===== src/rtl/rod_anisotropic_drag_force_defines.svh =====
// Assertion macros shared by the rod drag RTL.
`ifndef ROD_ANISOTROPIC_DRAG_FORCE_DEFINES_SVH
`define ROD_ANISOTROPIC_DRAG_FORCE_DEFINES_SVH

// Same-cycle implication, sampled on clock, off during reset.
`define RAD_ASSERT_IMPL(label, ante, cons) \
   label: assert property (@(posedge clock) disable iff (reset) (ante) |-> (cons)) \
      else $error("rod drag check failed");

// Next-cycle implication, sampled on clock, off during reset.
`define RAD_ASSERT_NEXT(label, ante, cons) \
   label: assert property (@(posedge clock) disable iff (reset) (ante) |=> (cons)) \
      else $error("rod drag check failed");

`endif


===== src/rtl/rad_pkg.sv =====
// Types, constants and fixed-point helpers for the rod drag block.
`default_nettype none
package rad_pkg;

   localparam int QUEUE_DEPTH = 4;
   localparam int QUEUE_AW    = $clog2(QUEUE_DEPTH);
   localparam int QUEUE_CW    = QUEUE_AW + 1;

   localparam logic FUNC_JACOBIAN = 1'b1;

   localparam logic [1:0] REG_DRAG_PARALLEL      = 2'd0;
   localparam logic [1:0] REG_DRAG_PERPENDICULAR = 2'd1;
   localparam logic [1:0] REG_INVERSE_TIME_STEP  = 2'd2;

   localparam logic [1:0] ROW_FIRST = 2'd0;
   localparam logic [1:0] ROW_MID   = 2'd1;
   localparam logic [1:0] ROW_LAST  = 2'd2;

   localparam logic [30:0] DRAG_RESET = 31'd65536;

   localparam logic signed [65:0] SAT_MAX = 66'sd2147483647;
   localparam logic signed [65:0] SAT_MIN = -66'sd2147483648;

   typedef struct packed {
      logic signed [31:0] value;
      logic               clip;
   } prod_type;

   // One classified item waiting for the back end.
   typedef struct packed {
      logic               is_jac;
      logic [11:0]        dof_base;
      logic [2:0][31:0]   vel;
      logic [2:0][31:0]   tan;
      logic signed [31:0] dot;    // saturated t.u (force)
      logic signed [31:0] scale;  // len (force) or len*inv_dt (Jacobian)
      logic               clip;
   } entry_type;

   typedef struct packed {
      logic      valid;
      entry_type entry;
   } slot_type;

   function automatic prod_type q_sat(input logic signed [65:0] x);
      prod_type r;
      r.clip = (x > SAT_MAX) || (x < SAT_MIN);
      if (x > SAT_MAX) begin
         r.value = 32'sh7FFF_FFFF;
      end else if (x < SAT_MIN) begin
         r.value = 32'sh8000_0000;
      end else begin
         r.value = x[31:0];
      end
      return r;
   endfunction

   // Q16.16 product, floor, saturate.
   function automatic prod_type q_mul(input logic signed [32:0] a,
                                      input logic signed [32:0] b);
      logic signed [65:0] p;
      p = a * b;
      return q_sat(p >>> 16);
   endfunction

   function automatic logic signed [32:0] sx33(input logic signed [31:0] v);
      return {v[31], v};
   endfunction

   function automatic logic signed [32:0] zx33(input logic [30:0] v);
      return {2'b00, v};
   endfunction

endpackage
`default_nettype wire


===== src/rtl/rad_queue.sv =====
// Small FIFO of classified items between front and back ends.
`default_nettype none
module rad_queue (
   input  logic                          clock,
   input  logic                          reset,
   input  rad_pkg::slot_type             push,
   input  logic                          pop,
   output rad_pkg::slot_type             head,
   output logic [rad_pkg::QUEUE_CW-1:0]  count
);

   rad_pkg::entry_type             entries_ff [rad_pkg::QUEUE_DEPTH];
   logic [rad_pkg::QUEUE_AW-1:0]   wr_ptr_ff, wr_ptr_in;
   logic [rad_pkg::QUEUE_AW-1:0]   rd_ptr_ff, rd_ptr_in;
   logic [rad_pkg::QUEUE_CW-1:0]   count_ff, count_in;

   always_comb begin
      wr_ptr_in = wr_ptr_ff + rad_pkg::QUEUE_AW'(push.valid);
      rd_ptr_in = rd_ptr_ff + rad_pkg::QUEUE_AW'(pop);
      count_in  = count_ff + rad_pkg::QUEUE_CW'(push.valid) - rad_pkg::QUEUE_CW'(pop);
   end

   always_ff @(posedge clock) begin
      if (reset) begin
         wr_ptr_ff <= '0;
         rd_ptr_ff <= '0;
         count_ff  <= '0;
      end else begin
         wr_ptr_ff <= wr_ptr_in;
         rd_ptr_ff <= rd_ptr_in;
         count_ff  <= count_in;
      end
   end

   always_ff @(posedge clock) begin
      if (push.valid) begin
         entries_ff[wr_ptr_ff] <= push.entry;
      end
   end

   assign head.valid = (count_ff != '0);
   assign head.entry = entries_ff[rd_ptr_ff];
   assign count      = count_ff;

endmodule
`default_nettype wire


===== config.mk =====
export PLATFORM = sky130hd
export DESIGN_NAME = rad_queue
export DESIGN_NICKNAME = d
export VERILOG_FILES = /design/src/rtl/rod_anisotropic_drag_force_defines.svh /design/src/rtl/rad_pkg.sv /design/src/rtl/rad_queue.sv
export SDC_FILE = /design/constraint.sdc
export NUM_CORES = 1
export LEC_CHECK = 0
export BUFFER_PORTS_ARGS = -buffer_cell sky130_fd_sc_hd__buf_2
export CAP_MARGIN = 20
export CORE_MARGIN = 3
export CORE_UTILIZATION = 30
export CTS_BUF_LIST = sky130_fd_sc_hd__clkbuf_16
export CTS_CLUSTER_SIZE = 40
export DETAILED_ROUTE_END_ITERATION = 7
export GPL_ROUTABILITY_DRIVEN = 0
export SYNTH_ARGS = -nofsm -noshare
export SYNTH_HDL_FRONTEND = slang
export SYNTH_SLANG_ARGS = --single-unit
export TNS_END_PERCENT = 20

===== constraint.sdc =====
create_clock -name clock -period 53.5 [get_ports clock]
set_input_delay 10.7 -clock clock [delete_from_list [all_inputs] [get_ports clock]]
set_output_delay 10.7 -clock clock [all_outputs]
set_load 0.1 [all_outputs]

==> reports/results.txt, run 1 <==
The flow ran to the end, and the final reports show no timing, DRC or antenna violations. The total routing resource utilization after global routing was 0.120; the via count of the first global-routing pass was 18,902. The post-CTS setup buffer count came out at 0.

Yosys instantiated no cell more often than sky130_fd_sc_hd__edfxtp_1. Counting the buffers created by CTS gives 108. The final layout contains routed wiring with a total length of 82.0 mm.

Worst slew margin relative to its limit: 0.206. The tools report the cell-internal power as 1460 uW. The logs give 0.0167 ns for the setup clock skew after layout and 0.0393 sq mm for the synthesized cell area. The HPWL after detailed placement came out at 52.1 mm. 548 I/O pins were placed.

The area of the die is 0.135 sq mm. Post-synthesis register bit count: 1,087. Once the clock tree was built, the resizer swapped 0 gates to a different size.

The minimum setup slack among reg-to-reg paths was 49.63 ns; the maximum operating frequency was 64.9 MHz. Counting flops with a built-in enable in the synthesized netlist gives 1,080. The number of endpoints failing setup at the final stage was 0. Subtracting the final worst setup slack from the clock period gives 15.40 ns. For the pin with the worst max-slew slack, the measured transition is 1.19 ns. Power share of the clock group: 0.336.

Leading area contributor after synthesis: sky130_fd_sc_hd__edfxtp_1. Power comes to 2100 uW. Of all nets on the critical path, the largest fanout is 89.

The initialized floorplan defines 132 standard-cell rows. Ratio of final minimum period to clock period: 0.288. After the last flow step, the layout net total stands at 2,345. TritonCTS built the clock tree.

OpenSTA, run right after detailed placement, puts the worst setup slack at 38.66 ns. In this run the static leakage power is 0.0156 uW. The number of cells on the worst reg-to-reg path is 5. Setup repair after global routing left no endpoint under its margin.

The classification of the worst setup path was reg2out. Initial core utilization: 0.303. Once placement completed, the tool counted placed cells totaling 3,698.

The total power per unit cell area is 44.2 mW/mm^2, and the part of the Yosys area used for sequential elements is 0.829. Summed over all layers, the global routing overflow is 0. The tools report the final hold violation count as 0. Once detail routing completed, the nets flagged for antenna violations numbered 0. Synthesis produced a netlist with a net count of 1,720. The worst hold path belongs to the class reg2reg. In the final routed layout, each cell accounts on average for 21.0 um. For hold timing, the worst endpoint is wr_ptr_ff[1].

STA puts the critical path data required time at 42.80 ns. By count the netlist is led by 1,080 x sky130_fd_sc_hd__edfxtp_1, 270 x sky130_fd_sc_hd__mux4_2, 29 x sky130_fd_sc_hd__buf_2, 23 x sky130_fd_sc_hd__buf_6. The maximum level of the CTS H-tree is 3.

The tools report the reg-to-reg endpoint as entries_ff[2][150]. The maximum vdd ir drop is 0.0459 mV, and the area growth from synthesis to final layout is 20.7%. Among all flip-flop cells after synthesis, the most frequent one is sky130_fd_sc_hd__edfxtp_1. The tools report the first-pass GRT wire length as 123 mm. The reg-to-reg critical path startpoint was wr_ptr_ff[1].

The clock edge transition at the registers on the reported setup and hold paths came out at 0.06 ns. Entering global routing, the biggest net connects 128 pins. Measured along the x axis, the die boundary spans 368 um. The switching share of power was 0.304. In this run the power spent charging and discharging nets is 638 uW. Along the worst hold path, the cell count comes to 2. For the DRC marker count from the first detailed-route iteration, the log shows 1,285. The tools report the share of total power in sequential cells as 0.473. Using the TritonRoute via totals, the vias-per-cell ratio works out to 4.45. The total iterations of the first detailed-routing run was 5; the total number of yosys warnings was 0. The initial antenna violation count is 31, and the max capacitance violation total is 0.

The area of the core was 0.130 sq mm. The worst setup path is captured at an output port. In this run the clock root is driven by a sky130_fd_sc_hd__clkbuf_16. Buffers inserted to repair hold after CTS numbered 0. The share of the synthesized area in the top cell type was 0.826. The finished layout holds 3,909 standard cells, fillers aside. The share of flip-flops with an asynchronous set or reset after synthesis was 0. After synthesis, the mean cell area works out to 27.3 sq um. The count of input and output buffers is 547, and the total number of clock tree sinks is 1,087.

Summed over all failing endpoints, the final setup total negative slack is 0 ns. The clock insertion delay at the later pin of the skew report is 0.70 ns, and the number of unique standard cell types used by synthesis is 19. The synthesized instance count is 1,441.

The tools report the element type at the critical path start as a register. The final setup slack of the worst path is 38.10 ns, and the number of vias in the routed layout is 17,412. The power share of the combinational group is 0.191.

The run gives 4.70 ns as the worst path arrival time. In this run the most critical hold path is launched from wr_ptr_ff[1]. The clock passes through at most 3 buffers.

The count of pins over their slew limit is 0, and the fraction of layout cells with a size suffix above 1 is 0.461. Vertical extent of the die: 368 um. Yosys attributes the largest share of cell area to sky130_fd_sc_hd__edfxtp_1 83%, sky130_fd_sc_hd__mux4_2 15%, sky130_fd_sc_hd__buf_6 0.66%.

The DRC violation count after routing is 0.
==> placed cells by master (no fill, tap or decap), types with 3 or more instances in the layout <==
cell type / netlist / layout
sky130_fd_sc_hd__ha_1: 4 / 4
sky130_fd_sc_hd__dfxtp_1: 7 / 5
sky130_fd_sc_hd__bufinv_16: 0 / 7
sky130_fd_sc_hd__clkinv_2: 0 / 16
sky130_fd_sc_hd__diode_2: 0 / 19
sky130_fd_sc_hd__edfxtp_1: 1080 / 1080
sky130_fd_sc_hd__inv_1: 3 / 33
sky130_fd_sc_hd__clkinv_1: 0 / 22
sky130_fd_sc_hd__mux4_2: 270 / 270
sky130_fd_sc_hd__buf_2: 29 / 547
sky130_fd_sc_hd__buf_4: 1 / 26
sky130_fd_sc_hd__nor2b_1: 3 / 3
sky130_fd_sc_hd__clkbuf_16: 0 / 108
sky130_fd_sc_hd__nor2_1: 5 / 4
==> state kept, by name, indices dropped and copies added, names as in the netlist <==
register and count:
count 3, entries_ff 1080, rd_ptr_ff 2, wr_ptr_ff 2
==> area by class of cell <==
| cell class | instances | area [sq um] |
|---|---|---|
| Fill cell | 11826 | 82400 |
| Sequential cell | 1087 | 32600 |
| Multi-Input combinational cell | 291 | 6280 |
| Timing Repair Buffer | 575 | 2970 |
| Clock buffer | 108 | 2700 |
| Tap cell | 1742 | 2180 |
| Clock inverter | 84 | 621 |
| Antenna cell | 19 | 47.5 |
| Inverter | 3 | 11.3 |
==> worst max-delay path, stage by stage (launching register included) <==
cell                      delay (ns)
sky130_fd_sc_hd__dfxtp_4        0.70
sky130_fd_sc_hd__buf_4          0.57
sky130_fd_sc_hd__buf_12         0.56
sky130_fd_sc_hd__buf_4          0.84
sky130_fd_sc_hd__mux4_2         0.65
sky130_fd_sc_hd__buf_2          0.32
==> cells by family after synthesis <==
logic type,count (synthesis),synth area share
buffers and inverters,63,0.0114
and+or+nand+nor,13,0.00178
muxes,270,0.155
adders and majority gates,5,0.00178
DFF,1087,0.829
xor gates and xnor gates,3,0.00102
==> power groups by stage <==
stage	sequential [uW]	combinational, uW	clock [uW]
2_1_floorplan	1030	328	0
3_5_place_dp	1010	405	0
6_report	990	400	705
5_1_grt	993	415	764
4_1_cts	991	406	728
3_3_place_gp	1010	402	0
==> worst max-delay path by stage <==
stage	start	endpoint	slack, ns
after floorplan	push[270]	entries_ff[0][0]	22.33
final	rd_ptr_ff[0]	head[151]	38.10
after detailed placement	rd_ptr_ff[0]	head[114]	38.66
after global placement	rd_ptr_ff[0]	head[151]	38.70
after CTS	rd_ptr_ff[0]	head[114]	37.85
after global routing	rd_ptr_ff[0]	head[151]	37.55
==> layer usage <==
| layer | up-vias | wire length [um] | track usage | part of all wire |
|---|---|---|---|---|
| met1 | 9113 | 32300 | 0.148 | 0.39 |
| met5 | - | 135 | 0 | 0.0016 |
| met4 | 20 | 1250 | 0.0300 | 0.015 |
| li1 | 7575 | - | - | - |
| met2 | 582 | 40100 | 0.193 | 0.49 |
| met3 | 122 | 8340 | 0.0549 | 0.10 |
==> metrics by stage <==
stage                      util  area [sq um]  hold slack, ns
after global placement    0.339         44000           0.558
after detailed placement  0.339         44000           0.582
final                     0.365         47400           0.590
after CTS                 0.365         47300           0.593
after global routing      0.365         47400           0.636
after floorplan               -         39300           0.524
Power figures use the tool's default switching activity.
==> run 2: changes to the inputs <==
clock period = 14.14 ns   (was 53.5 ns; I/O delays follow)
==> run 2 against run 1 <==
Effect of this change:
- global-route usage barely moved
- count of clock-buffer cells in the layout is 4 higher
- register-to-register slack worse by 39 ns
- combinational power grew to 3.8 times the previous value
- sequential cell count is the same
- sequential share of layout area fell by 0.21 points
- clock skew increased by 0.0056 ns
- non-clock buffer count shrank 3
- sequential power rose to 3.8 times the previous value
- critical path depth down 1
- via count is 0.82% higher
- clock power rose to 3.8 times the previous value
- largest cell class unchanged
==> reports/results.txt, run 2 (synthesized netlist as in run 1, its figures left out) <==
The run finished with clean final reports. Setup repair after global routing left no endpoint under its margin. In this run the critical register-to-register path is launched from wr_ptr_ff[0]. The area growth from synthesis to final layout was 21.0%; the maximum vdd ir drop was 0.139 mV.

After legalization and detailed placement, the total HPWL measured 50.6 mm. For this run, the top clock speed supported by timing is 141 MHz. Maximum level of the CTS H-tree: 3.

The tools report the category of the worst setup path capture point as an output port. The via count of the first global-routing pass is 19,152. The worst setup path startpoint was rd_ptr_ff[1]. The critical path in this run is classified as reg2out. The tools report the number of placed instances with taps included as 3,694. The multi-input combinational cells in the finished layout cover a total of 0.00629 sq mm. The final non-filler cell total was 3,926.

The worst hold path passes through 2 cells. In the final routed layout, each cell accounts on average for 20.8 um. The analysis attributes to cell leakage a power of 0.0156 uW. Entering global routing, the biggest net connects 120 pins.

The number of nets at the end of the flow was 2,344; the worst slew margin relative to its limit was 0.282. The global route total overflow was 0. For the count of pins over their slew limit, the log shows 0. For the worst-skew pair, the clock arrives at the later sink with an insertion delay of 0.71 ns.

Initial antenna violation count: 38. Most common library cell in the layout ignoring fill and taps: sky130_fd_sc_hd__edfxtp_1. The core region is 0.130 sq mm. The first-pass GRT wire length is 123 mm, and the DRC marker count from the first detailed-route iteration is 1,235. The clock edge transition at the registers on the reported setup and hold paths was 0.06 ns; the post-CTS setup buffer count was 0.

Across all register-to-register paths, the minimum setup slack is 10.26 ns. The tools report the number of vias in the routed layout as 17,554. The die covers 0.135 sq mm. The vertical extent of the die was 368 um; the required time reported for the critical path endpoint was 11.31 ns.

The total power per unit cell area is 168 mW/mm^2. The final layout contains routed wiring with a total length of 81.7 mm. The ratio of final minimum period to clock period is 0.501. The number of cells on the worst reg-to-reg path is 4. For the worst setup path, the data arrival time is 4.26 ns. The logs give 5 for the total iterations of the first detailed-routing run and 0 for the final hold violation count. After detailed routing, the number of vias per cell comes to 4.47. The tools report the post-route core utilization as 0.366. The worst register-to-register path ends at entries_ff[1][156]. Across the whole layout, storage elements account for 0.0326 sq mm.

The longest clock path from root to sink contains 3 buffers. Buffers inserted during clock tree synthesis total 110. The number of filler cells placed in the layout was 11,880; the fraction of layout cells with a size suffix above 1 was 0.461. The clock arrives with 0.0223 ns of skew. In this run the count of I/O pins placed on the die edge is 548. The floorplan row count is 132. CTS placed an instance of sky130_fd_sc_hd__clkbuf_16 at the clock tree root. Of all nets on the critical path, the largest fanout is 66.

Across the run, the number of max-cap violations was 0. Worst setup slack before clock tree synthesis: 7.57 ns. At the pin with the least slew margin, the transition time is 1.08 ns. CTS saw 1,087 sinks. For this run, design rule violations remaining after detail routing come to 0. The register ranked first by flip-flop count is entries_ff.

Count of nets left with antenna violations after detail routing: 0. The worst hold path begins at wr_ptr_ff[1]. The number of endpoints failing setup at the final stage was 0. The die is 368 um wide.

Leaving out fill and tap cells, the most frequent cells in the layout are 1,080 x sky130_fd_sc_hd__edfxtp_1, 547 x sky130_fd_sc_hd__buf_2, 270 x sky130_fd_sc_hd__mux4_2, 112 x sky130_fd_sc_hd__clkbuf_16, 35 x sky130_fd_sc_hd__clkinv_1. The number of hold buffers added after CTS was 0. Number of flip-flops in the largest register: 1,080. The initial core utilization is 0.303, and the count of input and output buffers is 547.

TritonCTS built the clock tree. Minimum clock period after layout: 7.09 ns. STA classifies the critical path startpoint as a register. After layout, the worst setup slack is 7.05 ns. Once the clock tree was built, the resizer swapped 0 gates to a different size.

The tools report the destination of the critical timing path as head[150]. The total routing resource utilization after global routing was 0.120. The class of the worst hold path was reg2reg. Summing internal, switching and leakage power gives 7960 uW.
[run 2: report_power, final]
| part | switching (uW) | total, uW | internal (uW) |
|---|---|---|---|
| logic | 1220 | 1510 | 298 |
| clock network | 1180 | 2700 | 1530 |
| registers | 41.6 | 3750 | 3710 |
| total | 2430 | 7960 | 5530 |
[run 2: cell type report]
cell class / instances / share of cell area
Timing Repair Buffer: 572 / 0.0631
Antenna cell: 26 / 0.00137
Multi-Input combinational cell: 291 / 0.132
Clock inverter: 93 / 0.0129
Clock buffer: 112 / 0.0590
Sequential cell: 1087 / 0.685
Tap cell: 1742 / 0.0458
Inverter: 3 / 0.000237
[run 2: worst min path at each step]
stage / slack, ns / end
after CTS: 0.66 / wr_ptr_ff[1]
after detailed placement: 0.64 / wr_ptr_ff[1]
after global routing: 0.72 / wr_ptr_ff[1]
final: 0.66 / wr_ptr_ff[1]
after global placement: 0.59 / wr_ptr_ff[1]
after floorplan: 0.53 / wr_ptr_ff[1]
[run 2: critical path, stage by stage, from the launching register on]
cell                      delay (ns)
sky130_fd_sc_hd__dfxtp_4        0.87
sky130_fd_sc_hd__buf_4          0.75
sky130_fd_sc_hd__buf_4          0.85
sky130_fd_sc_hd__mux4_2         0.40
sky130_fd_sc_hd__buf_2          0.45
[run 2: per-stage QoR]
stage | TNS [ns] | hold WS, ns | instance area [sq um]
2_1_floorplan | -232.98 | 0.535 | 39300
6_report | 0 | 0.657 | 47500
3_5_place_dp | 0 | 0.636 | 44000
4_1_cts | 0 | 0.662 | 47500
3_3_place_gp | 0 | 0.588 | 44000
5_1_grt | 0 | 0.719 | 47500
[run 2: metal layers]
layer / global-route usage / wire length [um] / vias to the layer above / part of all wire
met3: 0.0472 / 7700 / 161 / 0.094
met4: 0.0430 / 2130 / 26 / 0.026
met5: 0 / 163 / - / 0.0020
li1: - / - / 7609 / -
met2: 0.194 / 39700 / 558 / 0.49
met1: 0.145 / 32000 / 9200 / 0.39
==> run 3: changes to the inputs <==
clock period = 6.4 ns   (was 14.14 ns; I/O delays follow)
==> run 3 against run 2 <==
Effect of this change:
- cell area increased by 0.96%
- clock power increased by 130%
- combinational power increased by 120%
- power increased by 130%
- critical path depth unchanged
- clock skew increased by 0.0033 ns
- die area unchanged
- worst hold slack got worse by 0.058 ns
- highest routed layer unchanged
- global-route usage increased by 0.36 points
- core utilization increased by 0.35 points
- sequential power increased by 120%
- wire length increased by 3.0%
==> reports/results.txt, run 3 (synthesized netlist as in run 1, its figures left out) <==
Adding up every negative setup slack in the final design gives 0 ns. Data on the critical path arrives at its endpoint at 3.23 ns. The slowest cell on the critical path is sky130_fd_sc_hd__dfxtp_4. The maximum vdd ir drop was 0.351 mV; the number of endpoints failing setup at the final stage was 0. The initial core utilization is 0.303. The start point of the worst hold path was wr_ptr_ff[1]. For the total power after layout, the log shows 17,900 uW.

The floorplan row count came out at 132. TritonCTS built the clock tree. The element type at the critical path start is a register. Fraction of layout cells with a size suffix above 1: 0.468. The final hold violation count was 0. Most common library cell in the layout ignoring fill and taps: sky130_fd_sc_hd__edfxtp_1. The maximum operating frequency is 222 MHz. The total number of clock tree sinks is 1,087. Before antenna repair, the detailed router went through 4 iterations. Setup repair after global routing left no endpoint under its margin. Hold timing on the final database bottoms out at a slack of 0.600 ns. For the share of total power in sequential cells, the log shows 0.462. The net switching power is 5350 uW, and the post-CTS setup buffer count is 0. Across the run, the number of max-cap violations was 0. For the power share of the clock group, the log shows 0.349. Summed over all layers, the routed wires come to 84.1 mm.

The tools report the area of the die as 0.135 sq mm. In this run, post-CTS hold repair placed 0 buffers. Once routing completed, OpenROAD measured the worst setup slack at 1.89 ns. The clock edge transition at the registers on the reported setup and hold paths was 0.06 ns; the routed wire length per instance was 21.4 um. At the pin with the least slew margin, the transition time is 1.10 ns.

Via count of the first global-routing pass: 19,189. Switching share of power: 0.298. Number of gates resized after CTS: 0.

The global route total overflow is 0. Dividing the detail-routed via count by the number of cells gives 4.50. From bottom edge to top edge, the die measures 368 um.

From synthesis to final layout, the design area changed by 22.2%. The flow ran to the end, and the final reports show no timing, DRC or antenna violations. At the worst endpoint, the required time is 5.12 ns. The die width came out at 368 um. The critical path goes through buf_12, buf_12, mux4_2, buf_2.

Tracing the worst setup path back leads to its startpoint at rd_ptr_ff[0]. For the count of nets left with antenna violations after detail routing, the log shows 0. STA classifies the critical path endpoint as an output port. The ratio of final minimum period to clock period was 0.705.

CTS built an H-tree with a depth of 3. The maximum fanout along the worst path came out at 34. The reg-to-reg critical path startpoint was wr_ptr_ff[1]. The pin count of the biggest net entering global routing came out at 120. The cell sitting at the root of the clock tree is a sky130_fd_sc_hd__clkbuf_16.

The first-pass GRT wire length is 126 mm, and the number of nets at the end of the flow is 2,365. The setup path with the least slack is of type reg2out. Summed over all nets, the half-perimeter wirelength after detailed placement is 53.5 mm.

The minimum clock period after layout came out at 4.51 ns. In this run, the number of DRC markers left after iteration 0 of detailed routing was 1,195. The worst hold path belongs to the class reg2reg.

The maximum count of clock buffers along a single path was 3; the count of pins over their slew limit was 0. The total routing resource utilization after global routing came out at 0.123. Pin placement for this block handled 548 I/O pins.

Library cell appearing most often on the critical path: sky130_fd_sc_hd__buf_12. For the worst slew margin relative to its limit, the log shows 0.268. Power share of the combinational group: 0.189. The number of clock buffers added by TritonCTS is 111. The worst setup slack before clock tree synthesis came out at 2.50 ns. The setup clock skew after layout was 0.0256 ns. On the worst path, the slowest cell contributes a delay of 0.91 ns.

The logs give 0.370 for the post-route core utilization and 0.69 ns for the clock insertion delay at the later pin of the skew report. The register with the most flip-flops in the layout has 1,080 of them. The total power per unit cell area is 373 mW/mm^2.

The routed layout has 17,741 vias. Initial antenna violation count: 27. For the cell-internal power, the log shows 12,600 uW. entries_ff holds more flip-flops than any other register. For this run, design rule violations remaining after detail routing come to 0.

The leakage power was 0.0159 uW. The library cells used most frequently in the layout, excluding fill and tap cells, are 1,080 x sky130_fd_sc_hd__edfxtp_1, 547 x sky130_fd_sc_hd__buf_2, 270 x sky130_fd_sc_hd__mux4_2, 116 x sky130_fd_sc_hd__clkbuf_16, 29 x sky130_fd_sc_hd__inv_1. The core region is 0.130 sq mm.

The count of input and output buffers works out to 547.
[run 3: power groups by stage]
| stage | clock (uW) | combinational, uW | sequential [uW] |
|---|---|---|---|
| after global routing | 6750 | 3510 | 8310 |
| after global placement | 0 | 3400 | 8420 |
| final | 6250 | 3380 | 8290 |
| after floorplan | 0 | 2740 | 8500 |
| after CTS | 6460 | 3430 | 8290 |
| after detailed placement | 0 | 3420 | 8440 |
[run 3: worst paths after layout]
check | end | slack, ns | cells after the start
setup reg to reg | entries_ff[2][190] | 3.83 | 4
hold / removal | wr_ptr_ff[1] | 0.60 | 2
setup / recovery | head[80] | 1.89 | 4
hold reg to reg | wr_ptr_ff[1] | 0.60 | 2
[run 3: critical path, delay by kind of cell (launching register included)]
kind                   cells  cell delay, ns
flip-flops                 1            0.91
buffers and inverters      3            0.92
multiplexers               1            0.56
[run 3: cell type report]
class                           instances  area (sq um)
Fill cell                           11770         81800
Timing Repair Buffer                  592          3290
Multi-Input combinational cell        291          6290
Sequential cell                      1087         32600
Inverter                                3          11.3
Clock buffer                          116          2900
Clock inverter                         91           704
Antenna cell                           17          42.5
Tap cell                             1742          2180
[run 3: layer usage]
metal | vias to the layer above | wire [um] | global-route usage
li1 | 7643 | - | -
met1 | 9380 | 34100 | 0.156
met2 | 570 | 41500 | 0.202
met3 | 134 | 6760 | 0.0428
met4 | 14 | 1730 | 0.0349
met5 | - | 73 | 0
[run 3: per-stage QoR]
stage          area, sq um  std cells
3_3_place_gp         44300       3715
5_1_grt              48000       3922
2_1_floorplan        39300       1441
4_1_cts              48000       3922
6_report             48000       3939
3_5_place_dp         44300       3715
